File: config.mk
export PLATFORM = sky130hd
export DESIGN_NAME = uart_frame_deframer_unit
export DESIGN_NICKNAME = d
export VERILOG_FILES = /design/src/ufd_pkg.sv /design/src/uart_frame_deframer_unit.sv
export SDC_FILE = /design/constraint.sdc
export NUM_CORES = 1
export LEC_CHECK = 0
export ABC_AREA = 1
export BUFFER_PORTS_ARGS = -buffer_cell sky130_fd_sc_hd__buf_2
export CAP_MARGIN = 20
export CORE_UTILIZATION = 62
export CTS_BUF_LIST = sky130_fd_sc_hd__clkbuf_8
export CTS_CLUSTER_DIAMETER = 200
export CTS_CLUSTER_SIZE = 8
export DETAILED_ROUTE_END_ITERATION = 16
export PLACE_DENSITY = 0.83
export SKIP_CTS_REPAIR_TIMING = 1
export SLEW_MARGIN = 40
export SYNTH_ARGS = -nofsm -noshare
export SYNTH_HDL_FRONTEND = slang
export SYNTH_SLANG_ARGS = --single-unit
File: constraint.sdc
create_clock -name clk -period 4.55 [get_ports clk]
set_clock_uncertainty 0.15 [all_clocks]
set_input_delay 0.6825 -clock clk [delete_from_list [all_inputs] [get_ports clk]]
set_output_delay 0.6825 -clock clk [all_outputs]
set_load 0.01 [all_outputs]
File: src/ufd_pkg.sv
`timescale 1ns / 1ps
// ----------------------------------------------------------------------------
// ufd_pkg
// Types and constants for the UART frame deframer.
// ----------------------------------------------------------------------------
package ufd_pkg;

	localparam int unsigned CFG_INDEX_W = 2;

	// register map
	localparam logic [CFG_INDEX_W-1:0] REG_MAX_LENGTH    = 2'd0;
	localparam logic [CFG_INDEX_W-1:0] REG_FRAME_TIMEOUT = 2'd1;

	localparam logic [15:0] MAX_LENGTH_RESET    = 16'd1536;
	localparam logic [15:0] FRAME_TIMEOUT_RESET = 16'd0;

	localparam logic [7:0] START_BYTE = 8'hAA;
	localparam logic [7:0] END_BYTE   = 8'h55;
	localparam int unsigned START_RUN = 4;
	localparam logic [1:0] START_LAST = 2'(START_RUN - 1);

	localparam logic [15:0] COUNT_MAX = 16'hFFFF;

	localparam logic CMD_BYTE = 1'b0;
	localparam logic CMD_TICK = 1'b1;

	localparam logic KIND_PAYLOAD = 1'b0;
	localparam logic KIND_END     = 1'b1;

	typedef enum logic [1:0] {
		ST_GOOD    = 2'd0,
		ST_BAD_END = 2'd1,
		ST_TIMEOUT = 2'd2
	} status_t;

	typedef enum logic [2:0] {
		PH_HUNT   = 3'd0,
		PH_LEN_LO = 3'd1,
		PH_LEN_HI = 3'd2,
		PH_RSV1   = 3'd3,
		PH_RSV2   = 3'd4,
		PH_DATA   = 3'd5,
		PH_END1   = 3'd6,
		PH_END2   = 3'd7
	} phase_t;

	typedef struct packed {
		logic       command;
		logic [7:0] data_byte;
	} item_t;

	typedef struct packed {
		logic        kind;
		logic [7:0]  payload_byte;
		status_t     status;
		logic [15:0] frame_length;
		logic        last;
	} result_t;

endpackage

File: src/uart_frame_deframer_unit.sv
`timescale 1ns / 1ps
// ----------------------------------------------------------------------------
// uart_frame_deframer_unit
// Hunts for 4x 0xAA starts, streams payload bytes, reports frame end status.
// ----------------------------------------------------------------------------
// Takes one byte or tick transaction per clock and returns at most one result
// per transaction, through the input register and then the result register.
// The rate is set by the frame state update between the two registers; a
// stalled result holds the input stage, so an item is taken every cycle while
// results are consumed.
// Registers: 0 max_length (reset 1536), 1 frame_timeout (reset 0, 0 = off).
module uart_frame_deframer_unit (
	input  logic                           clk,
	input  logic                           arst_n,
	input  logic                           item_valid,
	output logic                           item_stall,
	input  ufd_pkg::item_t                 item,
	output logic                           result_valid,
	input  logic                           result_stall,
	output ufd_pkg::result_t               result,
	input  logic                           cfg_valid,
	output logic                           cfg_ready,
	input  logic [ufd_pkg::CFG_INDEX_W-1:0] cfg_index,
	input  logic [15:0]                    cfg_data
);

	logic [15:0] max_length_q;
	logic [15:0] frame_timeout_q;

	logic              valid_s1;
	ufd_pkg::item_t    item_s1;

	ufd_pkg::phase_t   phase_q, phase_d;
	logic [1:0]        start_count_q, start_count_d;
	logic [15:0]       decl_len_q, decl_len_d;
	logic [15:0]       pos_q, pos_d;
	logic [15:0]       idle_q, idle_d;

	logic              out_valid_q;
	ufd_pkg::result_t  out_q;

	logic              res_fire;
	ufd_pkg::result_t  res_d;

	logic              out_free;
	logic              s1_go;
	logic [15:0]       idle_inc;
	logic [15:0]       pos_inc;
	logic [15:0]       len_full;
	logic              timeout_hit;

	assign cfg_ready    = 1'b1;
	assign out_free     = !out_valid_q || !result_stall;
	assign s1_go        = valid_s1 && out_free;
	assign item_stall   = valid_s1 && !out_free;
	assign result_valid = out_valid_q;
	assign result       = out_q;

	assign idle_inc    = (idle_q != ufd_pkg::COUNT_MAX) ? idle_q + 16'd1 : idle_q;
	assign pos_inc     = (pos_q != ufd_pkg::COUNT_MAX) ? pos_q + 16'd1 : pos_q;
	assign len_full    = {item_s1.data_byte, decl_len_q[7:0]};
	assign timeout_hit = (phase_q != ufd_pkg::PH_HUNT) && (frame_timeout_q != 16'd0)
		&& (idle_inc > frame_timeout_q);

	always_ff @(posedge clk or negedge arst_n) begin
		if (!arst_n) begin
			max_length_q    <= ufd_pkg::MAX_LENGTH_RESET;
			frame_timeout_q <= ufd_pkg::FRAME_TIMEOUT_RESET;
		end else if (cfg_valid && cfg_ready) begin
			case (cfg_index)
				ufd_pkg::REG_MAX_LENGTH:    max_length_q    <= cfg_data;
				ufd_pkg::REG_FRAME_TIMEOUT: frame_timeout_q <= cfg_data;
				default: ;
			endcase
		end
	end

	// input register
	always_ff @(posedge clk or negedge arst_n) begin
		if (!arst_n) begin
			valid_s1 <= 1'b0;
		end else if (!item_stall) begin
			valid_s1 <= item_valid;
		end
	end

	always_ff @(posedge clk) begin
		if (!item_stall && item_valid) begin
			item_s1 <= item;
		end
	end

	// next state
	always_comb begin
		phase_d       = phase_q;
		start_count_d = start_count_q;
		decl_len_d    = decl_len_q;
		pos_d         = pos_q;
		idle_d        = 16'd0;
		if (item_s1.command == ufd_pkg::CMD_TICK) begin
			idle_d = idle_inc;
			if (timeout_hit) begin
				phase_d       = ufd_pkg::PH_HUNT;
				start_count_d = 2'd0;
				pos_d         = 16'd0;
			end
		end else begin
			case (phase_q)
				ufd_pkg::PH_HUNT: begin
					if (item_s1.data_byte == ufd_pkg::START_BYTE) begin
						if (start_count_q == ufd_pkg::START_LAST) begin
							start_count_d = 2'd0;
							decl_len_d    = 16'd0;
							phase_d       = ufd_pkg::PH_LEN_LO;
						end else begin
							start_count_d = start_count_q + 2'd1;
						end
					end else begin
						start_count_d = 2'd0;
					end
				end
				ufd_pkg::PH_LEN_LO: begin
					decl_len_d = {8'd0, item_s1.data_byte};
					phase_d    = ufd_pkg::PH_LEN_HI;
				end
				ufd_pkg::PH_LEN_HI: begin
					decl_len_d = len_full;
					if (len_full > max_length_q) begin
						phase_d       = ufd_pkg::PH_HUNT;
						start_count_d = 2'd0;
					end else begin
						phase_d = ufd_pkg::PH_RSV1;
					end
				end
				ufd_pkg::PH_RSV1: phase_d = ufd_pkg::PH_RSV2;
				ufd_pkg::PH_RSV2: begin
					pos_d   = 16'd0;
					phase_d = ufd_pkg::PH_DATA;
				end
				ufd_pkg::PH_DATA: begin
					pos_d = pos_inc;
					if (pos_inc >= decl_len_q) begin
						phase_d = ufd_pkg::PH_END1;
					end
				end
				ufd_pkg::PH_END1: begin
					if (item_s1.data_byte == ufd_pkg::END_BYTE) begin
						phase_d = ufd_pkg::PH_END2;
					end else begin
						phase_d       = ufd_pkg::PH_HUNT;
						start_count_d = 2'd0;
					end
				end
				default: begin
					phase_d       = ufd_pkg::PH_HUNT;
					start_count_d = 2'd0;
				end
			endcase
		end
	end

	// result
	always_comb begin
		res_fire           = 1'b0;
		res_d.kind         = ufd_pkg::KIND_END;
		res_d.payload_byte = 8'd0;
		res_d.status       = ufd_pkg::ST_GOOD;
		res_d.frame_length = decl_len_q;
		res_d.last         = 1'b1;
		if (item_s1.command == ufd_pkg::CMD_TICK) begin
			if (timeout_hit) begin
				res_fire     = 1'b1;
				res_d.status = ufd_pkg::ST_TIMEOUT;
			end
		end else begin
			case (phase_q)
				ufd_pkg::PH_DATA: begin
					// zero-length frame swallows its one data byte
					if (decl_len_q != 16'd0) begin
						res_fire           = 1'b1;
						res_d.kind         = ufd_pkg::KIND_PAYLOAD;
						res_d.payload_byte = item_s1.data_byte;
						res_d.frame_length = 16'd0;
						res_d.last         = 1'b0;
					end
				end
				ufd_pkg::PH_END1: begin
					if (item_s1.data_byte != ufd_pkg::END_BYTE) begin
						res_fire     = 1'b1;
						res_d.status = ufd_pkg::ST_BAD_END;
					end
				end
				ufd_pkg::PH_END2: begin
					res_fire     = 1'b1;
					res_d.status = (item_s1.data_byte == ufd_pkg::END_BYTE) ?
						ufd_pkg::ST_GOOD : ufd_pkg::ST_BAD_END;
				end
				default: ;
			endcase
		end
	end

	always_ff @(posedge clk or negedge arst_n) begin
		if (!arst_n) begin
			phase_q       <= ufd_pkg::PH_HUNT;
			start_count_q <= 2'd0;
			decl_len_q    <= 16'd0;
			pos_q         <= 16'd0;
			idle_q        <= 16'd0;
			out_valid_q   <= 1'b0;
		end else begin
			if (s1_go) begin
				phase_q       <= phase_d;
				start_count_q <= start_count_d;
				decl_len_q    <= decl_len_d;
				pos_q         <= pos_d;
				idle_q        <= idle_d;
			end
			if (out_free) begin
				out_valid_q <= s1_go && res_fire;
			end
		end
	end

	always_ff @(posedge clk) begin
		if (s1_go && res_fire) begin
			out_q <= res_d;
		end
	end

endmodule

==> results of run 1 <==
==> stage by stage <==
stage	utilization (%)	instance area (um2)	worst slack, ns	hold slack, ns
global placement	67.8	7410	1.10	0.318
CTS	71.8	7850	0.864	0.130
global route	71.8	7850	0.476	0.157
detailed placement	68.1	7440	0.880	0.326
floorplan	-	7020	1.05	0.237
finish	71.8	7850	0.844	0.112
==> per-layer routing <==
layer,track usage [%],share of wire [%],vias up
met5,0,0,-
met4,14.0,3.2,0
met3,8.68,8.1,52
met2,46.8,45,271
met1,40.3,44,2596
li1,-,-,2876
==> power breakdown <==
group	leakage, nW	switching [mW]	internal, mW
Clock	0.208	0.473	0.541
Combinational	2.32	0.493	0.263
Sequential	1.50	0.111	1.27
Total	4.03	1.08	2.07
==> critical path: stages, from the launching register on <==
cell and delay (ns):
dfrtp_1 0.40, ha_1 0.20, inv_1 0.06, nor2_2 0.17, nand3_2 0.15, nor3_4 0.21
nand3_2 0.16, inv_2 0.11, nor2_1 0.05, xor2_1 0.21, ha_1 0.30, nand2_1 0.07
nor2_1 0.04, nand2_1 0.08, o21ai_1 0.08, nor2_2 0.16, nand2_1 0.09, nor2_1 0.14
o21ai_1 0.12, inv_1 0.08, buf_4 0.33
==> sequential cells by signal (all words and copies together), names as in the netlist, 3 cells and up <==
| register | cells |
|---|---|
| pos_q | 16 |
| result | 27 |
| item_s1 | 9 |
| idle_q | 16 |
| frame_timeout_q | 16 |
| phase_q | 3 |
| max_length_q | 16 |
| decl_len_q | 16 |
==> placed cells by master, fill, tap and decap left out, types with 8 or more instances in the layout <==
| cell type | netlist | final |
|---|---|---|
| o21ai_1 | 8 | 8 |
| nand4_1 | 11 | 11 |
| ha_1 | 51 | 51 |
| a21oi_1 | 27 | 27 |
| nand3_1 | 37 | 37 |
| o21ai_0 | 65 | 65 |
| xor2_1 | 17 | 17 |
| nor2_1 | 66 | 66 |
| nand2_1 | 202 | 201 |
| dfrtp_1 | 85 | 85 |
| buf_2 | 3 | 60 |
| clkbuf_8 | 0 | 17 |
| inv_1 | 143 | 144 |
| edfxtp_1 | 36 | 36 |
| nor4_1 | 12 | 12 |
| nor3_1 | 13 | 13 |
| o22ai_1 | 11 | 11 |
==> layout make-up <==
type                            instances  area (um2)
Clock buffer                           17         234
Clock inverter                         15         173
Fill cell                             823        3080
Inverter                              149         559
Multi-Input combinational cell        557        3100
Sequential cell                       123        3260
Tap cell                              140         175
Timing Repair Buffer                   66         349
==> logic make-up after synthesis <==
group | share of synthesized area [%]
compound gates | 9.83
xor+xnor | 2.25
fa+ha+maj | 9.10
buf+inv | 9.49
flops | 46.5
other cells | 0.0535
simple gates | 22.8
==> final timing paths <==
check	startpoint	endpoint	slack, ns
min in group clk	item[4]	item_s1[4]$_DFFE_PP_	0.24
max in group asynchronous	arst_n	pos_q[15]$_DFFE_PN0P_	3.27
setup reg to reg	idle_q[1]$_DFFE_PN0P_	result[8]$_DFFE_PP_	0.84
hold / removal	arst_n	idle_q[10]$_DFFE_PN0P_	0.11
hold reg to reg	frame_timeout_q[11]$_DFFE_PN0P_	frame_timeout_q[11]$_DFFE_PN0P_	0.34
setup / recovery	idle_q[1]$_DFFE_PN0P_	result[8]$_DFFE_PP_	0.84
==> impl_results.md, run 1 <==
- Number of setup violations in the final report: 0
- Hold Path Class: primary input to async pin
- Final setup TNS: 0 ns
- Clock Sinks: 123
- Synth top cells by count: nand2_1 (202), inv_1 (143), dfrtp_1 (85)
- Worst setup EP type: flip-flop
- Count leader, synth: nand2_1
- Max Cap Violations: 0
- Worst-path clk slew: ~0.080 ns
- Synth Cell Area: 7020 um2
- Avg Cell Area, Syn: 8.27 um2
- Vias post-DR: 5795
- Diodes inserted: 0
- DP Cell Count: 1035
- CP max FO: 27
- # IOs: 63
- CTS H-tree depth: 4
- Die X: 108 um
- Port bufs: 61
- DIE AREA: 11700 um2
- TritonCTS Buffers: 17
- Slew margin rel.: 52.9%
- Root Buffer: clkbuf_8
- Yosys warns: 0
- Top cells by area, synth: dfrtp_1 (30%), edfxtp_1 (15%), nand2_1 (11%)
- Shortest period the worst path allows: approximately 3.7 ns
- RSZ-0062 raised after global routing: no
- Die Ht: 108 um
- Seq/Total Area, Yosys: 46.5%
- Period utilization: between 80% and 90%
- Share of layout cells above drive strength 1: 14.3%
- Post-synth EDFFs: 36
- Final net count: about 1000
- Num rows: 38
- Syn_nets: 931
- Max Root-Sink Buffers: 2
- Ys async rst share: between 70% and 80%
- Violation count after the first detailed-route iteration: around 470
- Leakage: 4.03 nW
- Cell variety after synth: 41
- Synth area leader: dfrtp_1
- Initial Utilization: 64.2%
- PnR Total Power: about 3.1 mW
- Wire per inst: 15.3 um
- Drt pass-1 iters: 5
- GRT Overall Usage: 30.6%
- Std-Cell Core Area: roughly 11000 um2
- First-pass GRT wire length: 26.7 mm
- Detailed Place HPWL: about 12 mm
- Final wirelength: around 16 mm
- Gpl congestion: 0.968
- Final non-filler cell total: 1067
- Startpoint types: flip-flop
- Drt drc: 0
- Clk_lat worst skew: 0.46 ns
- CP arrival: 3.68 ns
- R2R depth: 20
- DRT antenna net count: 0
- Top cell type's share of synthesized area: a little under a third
- Final hold violations: 0
- Status: finished, final reports clean
- GRT overflow: 0
- Power density over the cells: 401 nW/um2
- Vias per Instance: 5.43
- Yosys reg bits: 123
- Crit path kind: flip-flop to flip-flop
- CTS tree: built
- CP required: 4.52 ns
- Number of global-route vias before repair: 5585
- Max Slew Vio Count: 0
- Maximum VDD drop: 0.432 mV
- Largest net degree at the start of global routing: 58
- Synth Flop Type: dfrtp_1
- Area growth syn-to-layout: 11.9%
- Gate Count Post-Synth: 848
- F_max: 270 MHz
- Slew @ Worst Pin: 0.706 ns
- Antenna violations before repair: 0
No activity file was read; power rests on OpenSTA's default activity.
==> run 2: changes to the inputs <==
Clock period 4.55 ns to 3.9 ns, I/O delays scaled along.
==> run 2 against run 1 <==
  * Critical path depth unchanged
  * Die area did not move
  * Utilization increased by 0.19 points
  * Fmax is 3.1% higher
  * Sequential share of layout area fell by 0.11 points
  * Clock power is 5% higher
  * Critical path type unchanged
==> impl_results.md, run 2 (synthesis gave the netlist of run 1 again) <==
- Max Slew Vio Count: 0
- F_max: approximately 280 MHz
- Final hold violations: 0
- R2r setup slk: 0.30 ns
- Slew @ Worst Pin: between 0.6 and 0.7 ns
- Fill cells: 811
- Clock Sinks: 123
- GRT overflow: 0
- Drt drc: 0
- CP required: 3.90 ns
- Antenna violations before repair: 0
- Area growth syn-to-layout: 12.2%
- CP Cell Sequence: ha_1 > inv_1 > nor2_4 > nand3_4 > nor3_4 > nand3_2 > inv_2 > nor2_1 > xor2_1 > ha_1 > nand2_1 > nor2_1 > nand2_1 > o21ai_1 > nor2_2 > nand2_1 > nor2_1 > o21ai_1 > inv_1 > buf_12
- Std-Cell Core Area: 10900 um2
- Status: finished, final reports clean
- Hold Slack: 0.0155 ns
- Crit path kind: flip-flop to flip-flop
- Max reg flops: 27
- Vias post-DR: 5970
- Period utilization: between 90% and 100%
- Maximum VDD drop: 0.278 mV
- Root Buffer: clkbuf_8
- Num rows: 38
- Crit-path slowest cell: dfrtp_1
- Number of setup violations in the final report: 0
- # IOs: between 60 and 70
- Port bufs: a little over 60
- Violation count after the first detailed-route iteration: 472
- DP Cell Count: 1034
- Power density over the cells: between 400 and 500 nW/um2
- CTS tree: built
- Initial Utilization: 64.2%
- Die X: around 110 um
- CTS H-tree depth: 4
- Family with the most delay on the worst path: simple AND/OR/NAND/NOR gates
- Slew margin rel.: a little over half
- First-pass GRT wire length: 27.0 mm
- CP max FO: 27
- Final net count: 999
- Share of layout cells above drive strength 1: 14.3%
- Startpoint types: flip-flop
- Die Ht: 108 um
- Largest net degree at the start of global routing: 77
- Buf+Inv Stages, Crit Path: 4
- Critical Path Max Stage Delay: 0.39 ns
- Diodes inserted: 0
- Max Root-Sink Buffers: 2
- DIE AREA: 11700 um2
- Hold Path Class: primary input to async pin
- Commonest non-fill, non-tap cell in the layout: nand2_1
- Final non-filler cell total: 1069
- R2R depth: 20
- Shortest period the worst path allows: 3.60 ns
- Wire per inst: 15.3 um
- Leakage: a little over 4 nW
- DRT antenna net count: 0
- Most frequent cells in the layout: nand2_1 (201), inv_1 (145), dfrtp_1 (85), nor2_1 (65), o21ai_0 (65)
- Vias per Instance: 5.58
- Drt pass-1 iters: 8
- Gpl congestion: 0.911
- GRT Overall Usage: just over 30%
- Max Cap Violations: 0
- Worst path depth: 20
- CP arrival: 3.59 ns
- Worst-path clk slew: around 0.07 ns
- Detailed Place HPWL: 12.1 mm
- TritonCTS Buffers: 17
- Final wirelength: 16.4 mm
- Final setup TNS: 0 ns
- Worst setup EP type: flip-flop
- Clk_lat worst skew: 0.44 ns
- Number of global-route vias before repair: between 5000 and 6000
## run 2: cell types whose count changed in the layout (fill, tap and decap cells not counted), moves of 2 or more
cell	delta
clkinv_4	+2
buf_12	+2
inv_6	-3
clkinv_1	+2
clkinvlp_4	-2
## run 2: metal layers
layer  wire [um]  global-route usage [%]
met5           0                       0
met4         623                    14.7
met3        1430                    8.44
met2        7360                    46.0
met1        6980                    41.1
## run 2: area by class of cell
class / count / area [um2] / area share (%)
Multi-Input combinational cell: 557 / 3120 / 39.6
Tap cell: 140 / 175 / 2.23
Clock inverter: 15 / 135 / 1.72
Sequential cell: 123 / 3260 / 41.4
Clock buffer: 17 / 234 / 2.97
Inverter: 149 / 559 / 7.10
Timing Repair Buffer: 68 / 393 / 4.99
## run 2: worst paths after layout
path / end / start
min reg2reg: start_count_q[1]$_DFFE_PN0P_ / start_count_q[1]$_DFFE_PN0P_
max: result[14]$_DFFE_PP_ / idle_q[1]$_DFFE_PN0P_
min in group clk: item_s1[0]$_DFFE_PP_ / item[0]
max in group asynchronous: decl_len_q[7]$_DFFE_PN0P_ / arst_n
max reg2reg: result[14]$_DFFE_PP_ / idle_q[1]$_DFFE_PN0P_
min: idle_q[9]$_DFFE_PN0P_ / arst_n
## run 2: power breakdown
group	leakage, nW	switching (mW)	internal (mW)
sequential	1.50	0.125	1.48
combinational	2.34	0.578	0.309
clock	0.200	0.509	0.554
## run 2: metrics by stage
| step | power, mW | util [%] | setup slack [ns] | area, um2 |
|---|---|---|---|---|
| final | 3.55 | 72.0 | 0.305 | 7870 |
| after global routing | 3.77 | 72.0 | -0.0130 | 7870 |
| after CTS | 3.55 | 71.4 | 0.225 | 7810 |
| after detailed placement | 2.49 | 68.0 | 0.291 | 7440 |
| after global placement | 2.44 | 67.8 | 0.440 | 7410 |
| after floorplan | 2.23 | - | 0.397 | 7020 |
## run 2: worst reg2reg max path: stages (launching register included)
cell and delay (ns):
dfrtp_1 0.39, ha_1 0.20, inv_1 0.07, nor2_4 0.16
nand3_4 0.11, nor3_4 0.26, nand3_2 0.17, inv_2 0.12
nor2_1 0.06, xor2_1 0.21, ha_1 0.30, nand2_1 0.07
nor2_1 0.04, nand2_1 0.08, o21ai_1 0.09, nor2_2 0.16
nand2_1 0.09, nor2_1 0.14, o21ai_1 0.10, inv_1 0.11
buf_12 0.20
==> run 3: changes to the inputs <==
Settings changed: CORE_UTILIZATION 62 to 24, MAX_ROUTING_LAYER set to met4, PLACE_DENSITY 0.83 to 0.44.
==> run 3 against run 2 <==
  * Utilization shrank 43 points
  * Register-to-register slack gained 0.08 ns
  * Flip-flop and latch count is the same
  * Sequential share of layout area shrank 2.1 points
  * Total power grew 7.8%
  * Largest cell class unchanged
  * Design area grew 5.2%
  * Fmax grew 2.2%
  * Setup slack gained 0.076 ns
  * First-iteration DRC count shrank 33%
  * Cell count grew 23%
  * Largest power group unchanged
  * Wire length grew 15%
  * The flow now finishes with violations (hold timing)
  * Clock power grew 28%
==> impl_results.md, run 3 (synthesis gave the netlist of run 1 again) <==
- F_max: around 280 MHz
- Violation count after the first detailed-route iteration: 315
- Clock Sinks: 123
- Max Slew Vio Count: 0
- R2R Path Start: idle_q[1]$_DFFE_PN0P_
- Final hold violations: 5
- Crit path kind: flip-flop to flip-flop
- RSZ-0062 raised after global routing: no
- Initial Utilization: between 20 and 25%
- DRT antenna net count: 0
- Antenna violations before repair: 0
- Die Ht: ~170 um
- Maximum VDD drop: around 0.21 mV
- Clk_lat worst skew: about 0.44 ns
- Max Root-Sink Buffers: 2
- # IOs: 63
- Slew @ Worst Pin: 0.668 ns
- Diodes inserted: 0
- Port bufs: between 60 and 70
- Drt pass-1 iters: 5
- Shortest period the worst path allows: between 3 and 4 ns
- Drt drc: 0
- Final setup TNS: 0 ns
- R2R depth: 20
- Final net count: about 1000
- Slew margin rel.: 55.5%
- Number of setup violations in the final report: 0
- Max reg flops: 27
- Power density over the cells: ~460 nW/um2
- Worst-path clk slew: around 0.080 ns
- Final Core Density: 28.9%
- Startpoint types: flip-flop
- DIE AREA: between 20000 and 30000 um2
- CP startpoint: idle_q[1]$_DFFE_PN0P_
- Number of global-route vias before repair: 5686
- GRT overflow: 0
- Vias post-DR: 5619
- Hold Path Class: primary input to async pin
- CTS H-tree depth: 4
- Worst setup EP type: flip-flop
- Area growth syn-to-layout: 18.1%
- Leakage: 4.09 nW
- Max Cap Violations: 0
- Detailed Place HPWL: between 10 and 15 mm
- Period utilization: 90.2%
- Std-Cell Core Area: 28700 um2
- GRT Overall Usage: 13.7%
- Commonest non-fill, non-tap cell in the layout: nand2_1
- CP required: 3.89 ns
- CP arrival: 3.50 ns
- R2r setup slk: 0.38 ns
- End point of the critical path: result[15]$_DFFE_PP_
- Vias per Instance: 4.27
- Wire per inst: about 14 um
- PnR Total Power: approximately 3.8 mW
- CP max FO: 27
- Failing checks: hold timing
- R2r endpoint: result[15]$_DFFE_PP_
- Root Buffer: clkbuf_8
- Most frequent cells in the layout: nand2_1 (201), inv_1 (144), dfrtp_1 (85), nor2_1 (66), o21ai_0 (64)
- First-pass GRT wire length: 30.8 mm
- Die X: 173 um
- TritonCTS Buffers: 17
- Num rows: 62
- Hold Slack: -0.00231 ns
- CTS tree: built
- Status: complete, but fails checks
- Final wirelength: 18.8 mm
- Largest net degree at the start of global routing: 67
- Gpl congestion: 0.821
- Share of layout cells above drive strength 1: between 10% and 20%
## run 3: power by group
group          internal (mW)  leakage, nW  switching (mW)
sequential              1.48         1.50           0.113
clock                  0.784        0.236           0.576
combinational          0.307         2.35           0.575
## run 3: final cells by class
| type | count | area, um2 |
|---|---|---|
| Clock buffer | 18 | 248 |
| Tap cell | 384 | 480 |
| Inverter | 149 | 559 |
| Multi-Input combinational cell | 557 | 3110 |
| Timing Repair Buffer | 71 | 407 |
| Clock inverter | 14 | 218 |
| Sequential cell | 123 | 3260 |
| Fill cell | 3157 | 20400 |
## run 3: how the worst min path moves through the flow
stage	from	endpoint	slack, ns
finish	arst_n	pos_q[3]$_DFFE_PN0P_	-0.002
global route	arst_n	pos_q[2]$_DFFE_PN0P_	0.03
CTS	arst_n	pos_q[4]$_DFFE_PN0P_	0.006
detailed placement	start_count_q[1]$_DFFE_PN0P_	start_count_q[1]$_DFFE_PN0P_	0.32
global placement	start_count_q[1]$_DFFE_PN0P_	start_count_q[1]$_DFFE_PN0P_	0.32
floorplan	arst_n	decl_len_q[0]$_DFFE_PN0P_	0.14
## run 3: worst max-delay path, stage by stage (launching register included)
cell and delay [ns]:
dfrtp_1 0.39, ha_1 0.20, inv_1 0.08, nor2_4 0.16
nand3_4 0.12, nor3_4 0.22, nand3_2 0.15, inv_2 0.12
nor2_1 0.05, xor2_1 0.18, ha_1 0.29, nand2_1 0.07
nor2_1 0.04, nand2_1 0.09, o21ai_1 0.09, nor2_2 0.16
nand2_1 0.09, nor2_1 0.12, o21ai_1 0.11, inv_1 0.12
buf_12 0.20
## run 3: per-stage QoR
stage	worst slack [ns]	area [um2]	cells
final	0.380	8290	1316
after global routing	0.00684	8290	1316
after CTS	0.347	8250	1314
after detailed placement	0.350	7780	1282
after global placement	0.442	7760	1281
after floorplan	0.397	7020	848
## run 3: routing by layer
metal  GRT usage [%]  vias up  routed length [um]
li1                -     2888                   -
met1            18.6     2640                9740
met2            20.8       76                8430
met3            2.29       15                 418
met4            4.24        0                 265
met5               -        -                   0
